$ cat config.mk
export PLATFORM = sky130hd
export DESIGN_NAME = message_subscription_table_top
export DESIGN_NICKNAME = d
export VERILOG_FILES = /design/src/hw/rtl/mst_pkg.sv /design/src/hw/rtl/mst_cell.sv /design/src/hw/rtl/mst_ctrl.sv /design/src/hw/rtl/message_subscription_table_top.sv
export SDC_FILE = /design/constraint.sdc
export NUM_CORES = 2
export LEC_CHECK = 0
export BUFFER_PORTS_ARGS = -buffer_cell sky130_fd_sc_hd__buf_2
export CORE_ASPECT_RATIO = 1.75
export CORE_UTILIZATION = 36
export DETAILED_ROUTE_END_ITERATION = 12
export GPL_TIMING_DRIVEN = 0
export PLACE_DENSITY = 0.49
export SLEW_MARGIN = 0
export SYNTH_ARGS = -nofsm -noshare
export SYNTH_HDL_FRONTEND = slang
export SYNTH_SLANG_ARGS = --single-unit
$ cat constraint.sdc
create_clock -name clk_i -period 11.6 [get_ports clk_i]
set_input_delay 1.16 -clock clk_i [delete_from_list [all_inputs] [get_ports clk_i]]
set_output_delay 1.16 -clock clk_i [all_outputs]
set_load 0.005 [all_outputs]
$ cat src/hw/rtl/mst_pkg.sv
// Shared types and constants of the message subscription table.
package mst_pkg;

  // Field widths of table entries, commands and results
  localparam int unsigned MsgW   = 16;
  localparam int unsigned CompW  = 8;
  localparam int unsigned TagW   = 8;
  localparam int unsigned CmdW   = 3;
  localparam int unsigned StatW  = 2;

  // Most delivery results reported for one deliver command
  localparam int unsigned MaxDeliver = 32;
  localparam int unsigned DlvW       = $clog2(MaxDeliver + 1);

  typedef enum logic [CmdW-1:0] {
    CMD_REGISTER  = 3'd0,
    CMD_REM_ONE   = 3'd1,
    CMD_REM_OWNER = 3'd2,
    CMD_UPDATE    = 3'd3,
    CMD_DELIVER   = 3'd4
  } cmd_e;

  typedef enum logic [StatW-1:0] {
    ST_DONE    = 2'd0,
    ST_DELIVER = 2'd1,
    ST_NOMATCH = 2'd2,
    ST_FULL    = 2'd3
  } status_e;

  typedef enum logic [1:0] {
    FSM_IDLE,
    FSM_EXEC,
    FSM_SCAN,
    FSM_FLUSH
  } fsm_e;

  // One subscription, 41 bits
  typedef struct packed {
    logic [MsgW-1:0]  msg;
    logic             has_comp;
    logic [CompW-1:0] comp;
    logic [TagW-1:0]  handler;
    logic [TagW-1:0]  owner;
  } entry_t;

  // One command as taken from the input ports
  typedef struct packed {
    cmd_e             cmd;
    logic [MsgW-1:0]  msg;
    logic [CompW-1:0] comp;
    logic             any;
    logic [TagW-1:0]  handler;
    logic [TagW-1:0]  owner;
  } req_t;

  // Control broadcast to the row of cells
  typedef struct packed {
    logic shift;
    logic wr;
  } cell_ctrl_t;

endpackage

$ cat src/hw/rtl/mst_cell.sv
// One storage cell of the subscription ring: load from the controller or take the neighbour.
module mst_cell (
  input  logic                clk_i,
  input  mst_pkg::cell_ctrl_t ctrl_i,
  input  logic                sel_i,
  input  mst_pkg::entry_t     wdata_i,
  input  mst_pkg::entry_t     nbr_i,
  output mst_pkg::entry_t     entry_o
);
  import mst_pkg::*;

  entry_t entry_q;

  // Load the written entry when selected, otherwise advance from the neighbour on a shift, else hold
  always_ff @(posedge clk_i) begin
    if (ctrl_i.wr && sel_i) begin
      entry_q <= wdata_i;
    end else if (ctrl_i.shift) begin
      entry_q <= nbr_i;
    end
  end

  assign entry_o = entry_q;

endmodule

$ cat src/hw/rtl/mst_ctrl.sv
// Sequencer of the subscription table: command decode, ring walk and result output.
module mst_ctrl #(
  parameter int unsigned Depth = 32,
  localparam int unsigned IdxW = (Depth > 1) ? $clog2(Depth) : 1,
  localparam int unsigned CntW = $clog2(Depth + 1)
) (
  input  logic                         clk_i,
  input  logic                         rst_ni,
  input  logic                         start_i,
  output logic                         busy_o,
  input  mst_pkg::req_t                req_i,
  input  mst_pkg::entry_t              head_i,
  output mst_pkg::cell_ctrl_t          cell_ctrl_o,
  output logic [IdxW-1:0]              wr_idx_o,
  output mst_pkg::entry_t              wdata_o,
  output logic                         strobe_o,
  output logic [mst_pkg::StatW-1:0]    status_o,
  output logic [mst_pkg::TagW-1:0]     handler_o,
  output logic [mst_pkg::TagW-1:0]     owner_o,
  output logic                         last_o
);
  import mst_pkg::*;

  fsm_e            state_q, state_d;
  req_t            req_q;
  logic [CntW-1:0] count_q, count_d;
  logic [CntW-1:0] len_q, len_d;
  logic [CntW-1:0] iter_q, iter_d;
  logic [DlvW-1:0] dlv_q, dlv_d;
  logic            hold_v_q, hold_v_d;
  entry_t          hold_q, hold_d;

  logic            strobe_q, strobe_d;
  status_e         status_q, status_d;
  logic [TagW-1:0] handler_q, handler_d;
  logic [TagW-1:0] owner_q, owner_d;
  logic            last_q, last_d;

  logic            scan_cmd;
  logic            own_eq;
  logic            msg_eq;
  logic            dlv_match;
  logic            keep;
  entry_t          new_entry;

  // Decode the command and compare the head entry
  assign scan_cmd = (req_q.cmd == CMD_REM_ONE) || (req_q.cmd == CMD_REM_OWNER) ||
                    (req_q.cmd == CMD_UPDATE) || (req_q.cmd == CMD_DELIVER);
  assign own_eq    = (head_i.owner == req_q.owner);
  assign msg_eq    = (head_i.msg == req_q.msg);
  assign dlv_match = msg_eq && (!head_i.has_comp || (head_i.comp == req_q.comp));

  always_comb begin
    new_entry.msg      = req_q.msg;
    new_entry.has_comp = !req_q.any;
    new_entry.comp     = req_q.any ? '0 : req_q.comp;
    new_entry.handler  = req_q.handler;
    new_entry.owner    = req_q.owner;
  end

  // Next state
  always_comb begin
    state_d = state_q;
    unique case (state_q)
      FSM_IDLE: begin
        if (start_i) state_d = FSM_EXEC;
      end
      FSM_EXEC: begin
        if (scan_cmd && (count_q != '0)) state_d = FSM_SCAN;
        else                             state_d = FSM_IDLE;
      end
      FSM_SCAN: begin
        if (iter_q == CntW'(1)) state_d = FSM_FLUSH;
      end
      FSM_FLUSH: state_d = FSM_IDLE;
      default:   state_d = FSM_IDLE;
    endcase
  end

  assign busy_o = (state_q != FSM_IDLE);

  // Datapath, ring control and results
  always_comb begin
    count_d     = count_q;
    len_d       = len_q;
    iter_d      = iter_q;
    dlv_d       = dlv_q;
    hold_v_d    = hold_v_q;
    hold_d      = hold_q;
    strobe_d    = 1'b0;
    status_d    = ST_DONE;
    handler_d   = '0;
    owner_d     = '0;
    last_d      = 1'b0;
    cell_ctrl_o = '0;
    wr_idx_o    = count_q[IdxW-1:0];
    wdata_o     = new_entry;
    keep        = 1'b1;

    unique case (state_q)
      FSM_IDLE: ;
      FSM_EXEC: begin
        if (req_q.cmd == CMD_REGISTER) begin
          strobe_d = 1'b1;
          last_d   = 1'b1;
          if (count_q == CntW'(Depth)) begin
            status_d = ST_FULL;
          end else begin
            cell_ctrl_o.wr = 1'b1;
            count_d        = count_q + CntW'(1);
          end
        end else if (scan_cmd && (count_q != '0)) begin
          iter_d   = count_q;
          len_d    = count_q;
          dlv_d    = '0;
          hold_v_d = 1'b0;
        end else begin
          // Empty table or unknown command: answer at once
          strobe_d = 1'b1;
          last_d   = 1'b1;
          status_d = (req_q.cmd == CMD_DELIVER) ? ST_NOMATCH : ST_DONE;
        end
      end
      FSM_SCAN: begin
        wdata_o = head_i;
        unique case (req_q.cmd)
          CMD_REM_ONE:   keep = !(own_eq && msg_eq);
          CMD_REM_OWNER: keep = !own_eq;
          CMD_UPDATE: begin
            if (own_eq && msg_eq) begin
              wdata_o.has_comp = 1'b1;
              wdata_o.comp     = req_q.comp;
            end
          end
          CMD_DELIVER: begin
            // Hold each match back one step so that the final one carries last
            if (dlv_match && (dlv_q != DlvW'(MaxDeliver))) begin
              if (hold_v_q) begin
                strobe_d  = 1'b1;
                status_d  = ST_DELIVER;
                handler_d = hold_q.handler;
                owner_d   = hold_q.owner;
              end
              hold_d   = head_i;
              hold_v_d = 1'b1;
              dlv_d    = dlv_q + DlvW'(1);
            end
          end
          default: ;
        endcase
        // Pop the head and push it back behind the unvisited entries
        cell_ctrl_o.shift = 1'b1;
        cell_ctrl_o.wr    = keep;
        wr_idx_o          = IdxW'(len_q - CntW'(1));
        if (!keep) len_d = len_q - CntW'(1);
        iter_d = iter_q - CntW'(1);
      end
      FSM_FLUSH: begin
        count_d  = len_q;
        strobe_d = 1'b1;
        last_d   = 1'b1;
        if (req_q.cmd == CMD_DELIVER) begin
          if (hold_v_q) begin
            status_d  = ST_DELIVER;
            handler_d = hold_q.handler;
            owner_d   = hold_q.owner;
          end else begin
            status_d = ST_NOMATCH;
          end
        end
      end
      default: ;
    endcase
  end

  // Control registers
  always_ff @(posedge clk_i or negedge rst_ni) begin
    if (!rst_ni) begin
      state_q  <= FSM_IDLE;
      count_q  <= '0;
      len_q    <= '0;
      iter_q   <= '0;
      dlv_q    <= '0;
      hold_v_q <= 1'b0;
      strobe_q <= 1'b0;
    end else begin
      state_q  <= state_d;
      count_q  <= count_d;
      len_q    <= len_d;
      iter_q   <= iter_d;
      dlv_q    <= dlv_d;
      hold_v_q <= hold_v_d;
      strobe_q <= strobe_d;
    end
  end

  // Payload registers
  always_ff @(posedge clk_i) begin
    if (start_i && !busy_o) req_q <= req_i;
    hold_q    <= hold_d;
    status_q  <= status_d;
    handler_q <= handler_d;
    owner_q   <= owner_d;
    last_q    <= last_d;
  end

  assign strobe_o  = strobe_q;
  assign status_o  = status_q;
  assign handler_o = handler_q;
  assign owner_o   = owner_q;
  assign last_o    = last_q;

`ifndef SYNTH
  a_count_range: assert property (@(posedge clk_i) disable iff (!rst_ni)
    count_q <= CntW'(Depth))
    else $error("entry count beyond table depth");

  a_len_covers_iter: assert property (@(posedge clk_i) disable iff (!rst_ni)
    (state_q == FSM_SCAN) |-> ((iter_q != '0) && (len_q >= iter_q)))
    else $error("ring walk length lost track of unvisited entries");

  a_mid_is_delivery: assert property (@(posedge clk_i) disable iff (!rst_ni)
    (strobe_q && !last_q) |-> (status_q == ST_DELIVER))
    else $error("non-final result that is not a delivery");

  a_last_ends_item: assert property (@(posedge clk_i) disable iff (!rst_ni)
    (strobe_q && last_q) |-> (state_q == FSM_IDLE))
    else $error("final result shown while the item is still in work");

  a_accept_busy: assert property (@(posedge clk_i) disable iff (!rst_ni)
    (start_i && !busy_o) |=> (state_q == FSM_EXEC))
    else $error("accepted command not taken into execution");
`endif

endmodule

$ cat src/hw/rtl/message_subscription_table_top.sv
// Top level of the message subscription table: ring of entry cells and its sequencer.
//
// Usage: drive a command on command_i and its fields, raise start; the command
// is taken at the clock edge where start is high and busy is low. Results come
// out on status_o, target_handler_o, target_owner_o and last_o, each marked
// by a single-cycle result_strobe_o; last_o marks the final result of the
// command. The receiver cannot stall, so every strobe is a transfer.
// Register and unknown commands, and any command on an empty table, give one
// result from the execute state alone, without a walk.
// Remove, update and deliver walk the ring once: the entries rotate through
// cell 0 at one entry per cycle in the scan state, each stored entry being
// visited once, and the flush state then gives the last result.
// A delivery result is held until the next match or the end of the walk, so
// the final one always carries last_o.
// The next command is taken no earlier than the edge that transfers the last
// result of the one before, so items never overlap.
// Reset empties the table at once (the count is cleared; cell contents are
// left as they are and are never read before being written).
module message_subscription_table_top #(
  parameter int unsigned TABLE_DEPTH = 32
) (
  input  logic                      clk_i,
  input  logic                      rst_ni,
  input  logic                      start,
  output logic                      busy,
  input  logic [mst_pkg::CmdW-1:0]  command_i,
  input  logic [mst_pkg::MsgW-1:0]  msg_id_i,
  input  logic [mst_pkg::CompW-1:0] component_id_i,
  input  logic                      any_component_i,
  input  logic [mst_pkg::TagW-1:0]  handler_tag_i,
  input  logic [mst_pkg::TagW-1:0]  owner_tag_i,
  output logic                      result_strobe_o,
  output logic [mst_pkg::StatW-1:0] status_o,
  output logic [mst_pkg::TagW-1:0]  target_handler_o,
  output logic [mst_pkg::TagW-1:0]  target_owner_o,
  output logic                      last_o
);
  import mst_pkg::*;

  localparam int unsigned IdxW = (TABLE_DEPTH > 1) ? $clog2(TABLE_DEPTH) : 1;

  req_t            req;
  cell_ctrl_t      cell_ctrl;
  logic [IdxW-1:0] wr_idx;
  entry_t          wdata;
  entry_t          cell_q [TABLE_DEPTH];

  // Gather the command fields
  always_comb begin
    req.cmd     = cmd_e'(command_i);
    req.msg     = msg_id_i;
    req.comp    = component_id_i;
    req.any     = any_component_i;
    req.handler = handler_tag_i;
    req.owner   = owner_tag_i;
  end

  mst_ctrl #(
    .Depth (TABLE_DEPTH)
  ) u_ctrl (
    .clk_i       (clk_i),
    .rst_ni      (rst_ni),
    .start_i     (start),
    .busy_o      (busy),
    .req_i       (req),
    .head_i      (cell_q[0]),
    .cell_ctrl_o (cell_ctrl),
    .wr_idx_o    (wr_idx),
    .wdata_o     (wdata),
    .strobe_o    (result_strobe_o),
    .status_o    (status_o),
    .handler_o   (target_handler_o),
    .owner_o     (target_owner_o),
    .last_o      (last_o)
  );

  // Row of cells, each advancing towards cell 0
  for (genvar k = 0; k < TABLE_DEPTH; k++) begin : g_cell
    entry_t nbr;
    if (k == TABLE_DEPTH - 1) begin : g_tail
      assign nbr = '0;
    end else begin : g_body
      assign nbr = cell_q[k+1];
    end

    mst_cell u_cell (
      .clk_i   (clk_i),
      .ctrl_i  (cell_ctrl),
      .sel_i   (wr_idx == IdxW'(k)),
      .wdata_i (wdata),
      .nbr_i   (nbr),
      .entry_o (cell_q[k])
    );
  end

endmodule

==> results.sh <==
export IMPL_outcome="complete, no violations"
export IMPL_post_cts_buffers=0
export IMPL_period_share=0.454
export IMPL_core_mm2=0.179
export IMPL_dieArea_mm2=0.182
export IMPL_critical_path_slowest_cell="and2_1"
export IMPL_vias=30328
export IMPL_routabilityCongestion=0.819
export IMPL_syn_num_nets=3525
export IMPL_syn_instance_count=3466
export IMPL_finalHoldViolCount=0
export IMPL_cts_clk_slew_worst_paths_ns=0.06
export IMPL_fmax_ghz=0.190
export IMPL_period_needed_ns=5.26
export IMPL_fillerInstances=16085
export IMPL_vdd_drop_max_uv=148
export IMPL_cp_common_cell="buf_2"
export IMPL_skew_ns=0.0437
export IMPL_yosys_area_top_type_share=0.636
export IMPL_holdBufCountCts=0
export IMPL_ys_seq_elements=1419
export IMPL_power_density_mw_per_mm2=203
export IMPL_max_stage_delay_ns=1.08
export IMPL_reg2reg_to="u_ctrl.hold_q[3]"
export IMPL_num_rows=205
export IMPL_die_w_um=323
export IMPL_worstPathArrival_ns=5.65
export IMPL_ff2ff_setup_slack_ns=6.34
export IMPL_cts_tree="done"
export IMPL_r2r_start="u_ctrl.state_q[0]"
export IMPL_ctsResizeCount=0
export IMPL_crit_start="u_ctrl.state_q[0]"
export IMPL_overflow=0
export IMPL_slew_violations=0
export IMPL_rsz0062_at_grt="false"
export IMPL_area_delta_synth_final_pct=13.2
export IMPL_ys_warn_count=0
export IMPL_synth_flop_cell="edfxtp_1"
export IMPL_cts_sinks=1419
export IMPL_totalPowerFinal_uw=14900
export IMPL_nNetsFinal=3775
export IMPL_dr_pass1_iters=5
export IMPL_cts_buffer_depth=4
export IMPL_holdPathEnd="u_ctrl.handler_o[0]"
export IMPL_worst_setup_path_type="flip-flop to flip-flop"
export IMPL_synth_edf_count=1372
export IMPL_max_slew_margin=0.105
export IMPL_initialDrtViolationCount=1803
export IMPL_cp_required_ns=11.99
export IMPL_reg2reg_depth=9
export IMPL_cp_max_fo=16
export IMPL_path_cells="inv_1, ha_1, buf_2, buf_2, buf_2, clkbuf_1, clkbuf_1, buf_1, and2_1"
export IMPL_drc=0
export IMPL_avgRoutedWirePerCell_um=25.2
export IMPL_grt_pass1_vias=31840
export IMPL_grt_usage=0.173
export IMPL_initial_core_util=0.363
export IMPL_yosysSeqAreaShare=0.652
export IMPL_synth_async_sr_flop_share=0.0197
export IMPL_drtAntennaViolNets=0
export IMPL_fin_tns_setup_ns=0
export IMPL_synth_most_common_cell="edfxtp_1"
export IMPL_hold_start="u_ctrl.hold_q[8]"
export IMPL_wirelength_mm=156
export IMPL_grt_pass1_wl_mm=229
export IMPL_die_h_um=563
export IMPL_antenna_found_initial=11
export IMPL_clock_latency_ns=0.80
export IMPL_routed_via_density=4.89
export IMPL_yosysUniqueCellTypes=75
export IMPL_num_io_pins=68
export IMPL_synth_common_cells="edfxtp_1 (1372), mux2_2 (640), mux2_4 (625)"
export IMPL_cap_violations=0
export IMPL_worst_setup_path_end_kind="flip-flop"
export IMPL_start_kind="flip-flop"
export IMPL_hpwl_mm=114
export IMPL_numPortBuffers=67
export IMPL_syn_area_mm2=0.0648
export IMPL_drive_gt1_frac=0.478
export IMPL_whs_path_depth=1
export IMPL_avgSynthCellArea_um2=18.7
export IMPL_min_path_type="flip-flop to flip-flop"
export IMPL_clock_tree_htree_level_count=4
export IMPL_leakage_uw=0.0247
export IMPL_setup_viol=0
export IMPL_tightestPinTransition_ns=1.34
export IMPL_grt_max_degree=42
export IMPL_yosys_top_cells_area="edfxtp_1 (64%), mux2_4 (14%), mux2_2 (11%), buf_6 (2.1%), dfrtp_1 (1.1%)"
export IMPL_cts_root_buf="clkbuf_16"
export IMPL_numCtsBuffers=152
export IMPL_yosysTopAreaCell="edfxtp_1"
[per-stage QoR]
step | hold WS [ns] | utilization | cell area, µm² | setup WS [ns] | std cells
floorplan | 0.420 | - | 64800 | 7.91 | 3466
global placement | 0.437 | 0.382 | 68100 | 5.52 | 5913
detailed placement | 0.436 | 0.385 | 68800 | 6.22 | 5942
CTS | 0.441 | 0.411 | 73400 | 6.20 | 6197
global route | 0.459 | 0.411 | 73400 | 6.05 | 6198
finish | 0.436 | 0.411 | 73400 | 6.34 | 6198
[sequential cells by signal, summed over array words and instances, names as in the netlist, 8 cells and up, named ones only]
signal	cells
u_ctrl.new_entry	32
u_ctrl.hold_q	16
g_cell.u_cell.entry_o	1312
u_ctrl.req_q	12
u_ctrl.owner_o	8
u_ctrl.handler_o	8
[how the worst max path moves through the flow]
stage,depth (start not counted),slack (ns),endpoint
finish,9,6.34,u_ctrl.hold_q[3]
detailed placement,9,6.22,u_ctrl.hold_q[14]
floorplan,9,7.91,g_cell[0].u_cell.entry_o[0]
global route,9,6.05,u_ctrl.hold_q[3]
CTS,9,6.20,u_ctrl.hold_q[8]
global placement,9,5.52,g_cell[4].u_cell.entry_o[13]
[cells in the final DEF, fill, tap and decap left out, drive strengths merged, types with 9 or more instances in the layout]
master / n
a21o: 27
a21oi: 20
and2: 46
buf: 266
clkbuf: 312
clkinv: 48
dfrtp: 28
dfxtp: 19
edfxtp: 1372
ha: 12
inv: 20
mux2: 1307
nand2: 54
nand3: 30
nand4: 18
nor2: 19
nor2b: 18
nor3: 25
nor4: 21
o211ai: 9
o21ai: 23
xnor2: 32
[cell families (layout without fill, tap and decap cells)]
group | Yosys count | after routing | synth area share
buffers and inverters | 308 | 659 | 0.0337
AO/OA/AOI/OAI | 126 | 126 | 0.0156
flip-flops | 1419 | 1419 | 0.652
AND/OR/NAND/NOR | 255 | 255 | 0.0274
multiplexers | 1310 | 1310 | 0.264
adder cells (fa/ha/maj) | 12 | 12 | 0.00232
XOR/XNOR | 36 | 36 | 0.00486
other | 0 | 1 | 0
[power by group]
part	switching, µW	total [µW]	internal (µW)
Combinational	2140	3250	1110
Sequential	269	7000	6730
Clock	2050	4660	2610
Total	4460	14900	10500
[metal layers]
layer	track usage	share of wire	wire (µm)
met1	0.220	0.43	66300
met2	0.306	0.52	80800
met3	0.0194	0.028	4310
met4	0.0548	0.029	4600
met5	0	0	0
[worst max-delay path, delay by kind of cell (launching register included)]
kind,cells,cell delay (ns)
simple gates,1,1.08
buf+inv,7,3.16
fa+ha+maj,1,0.14
flops,1,0.43
[cell type report]
class                   instances  area (µm²)  share of cell area
inverters                      15        56.3            0.000767
multi-input cells            1739       20500               0.279
diodes                          1        2.50           0.0000341
repair buffers                 96         896              0.0122
flip-flops and latches       1419       42300               0.576
plain buffers                 293        2130              0.0291
clock inverters                66         542             0.00738
well taps                    2380        2980              0.0406
clock buffers                 189        4020              0.0547
(Power assumes the default switching activity.)
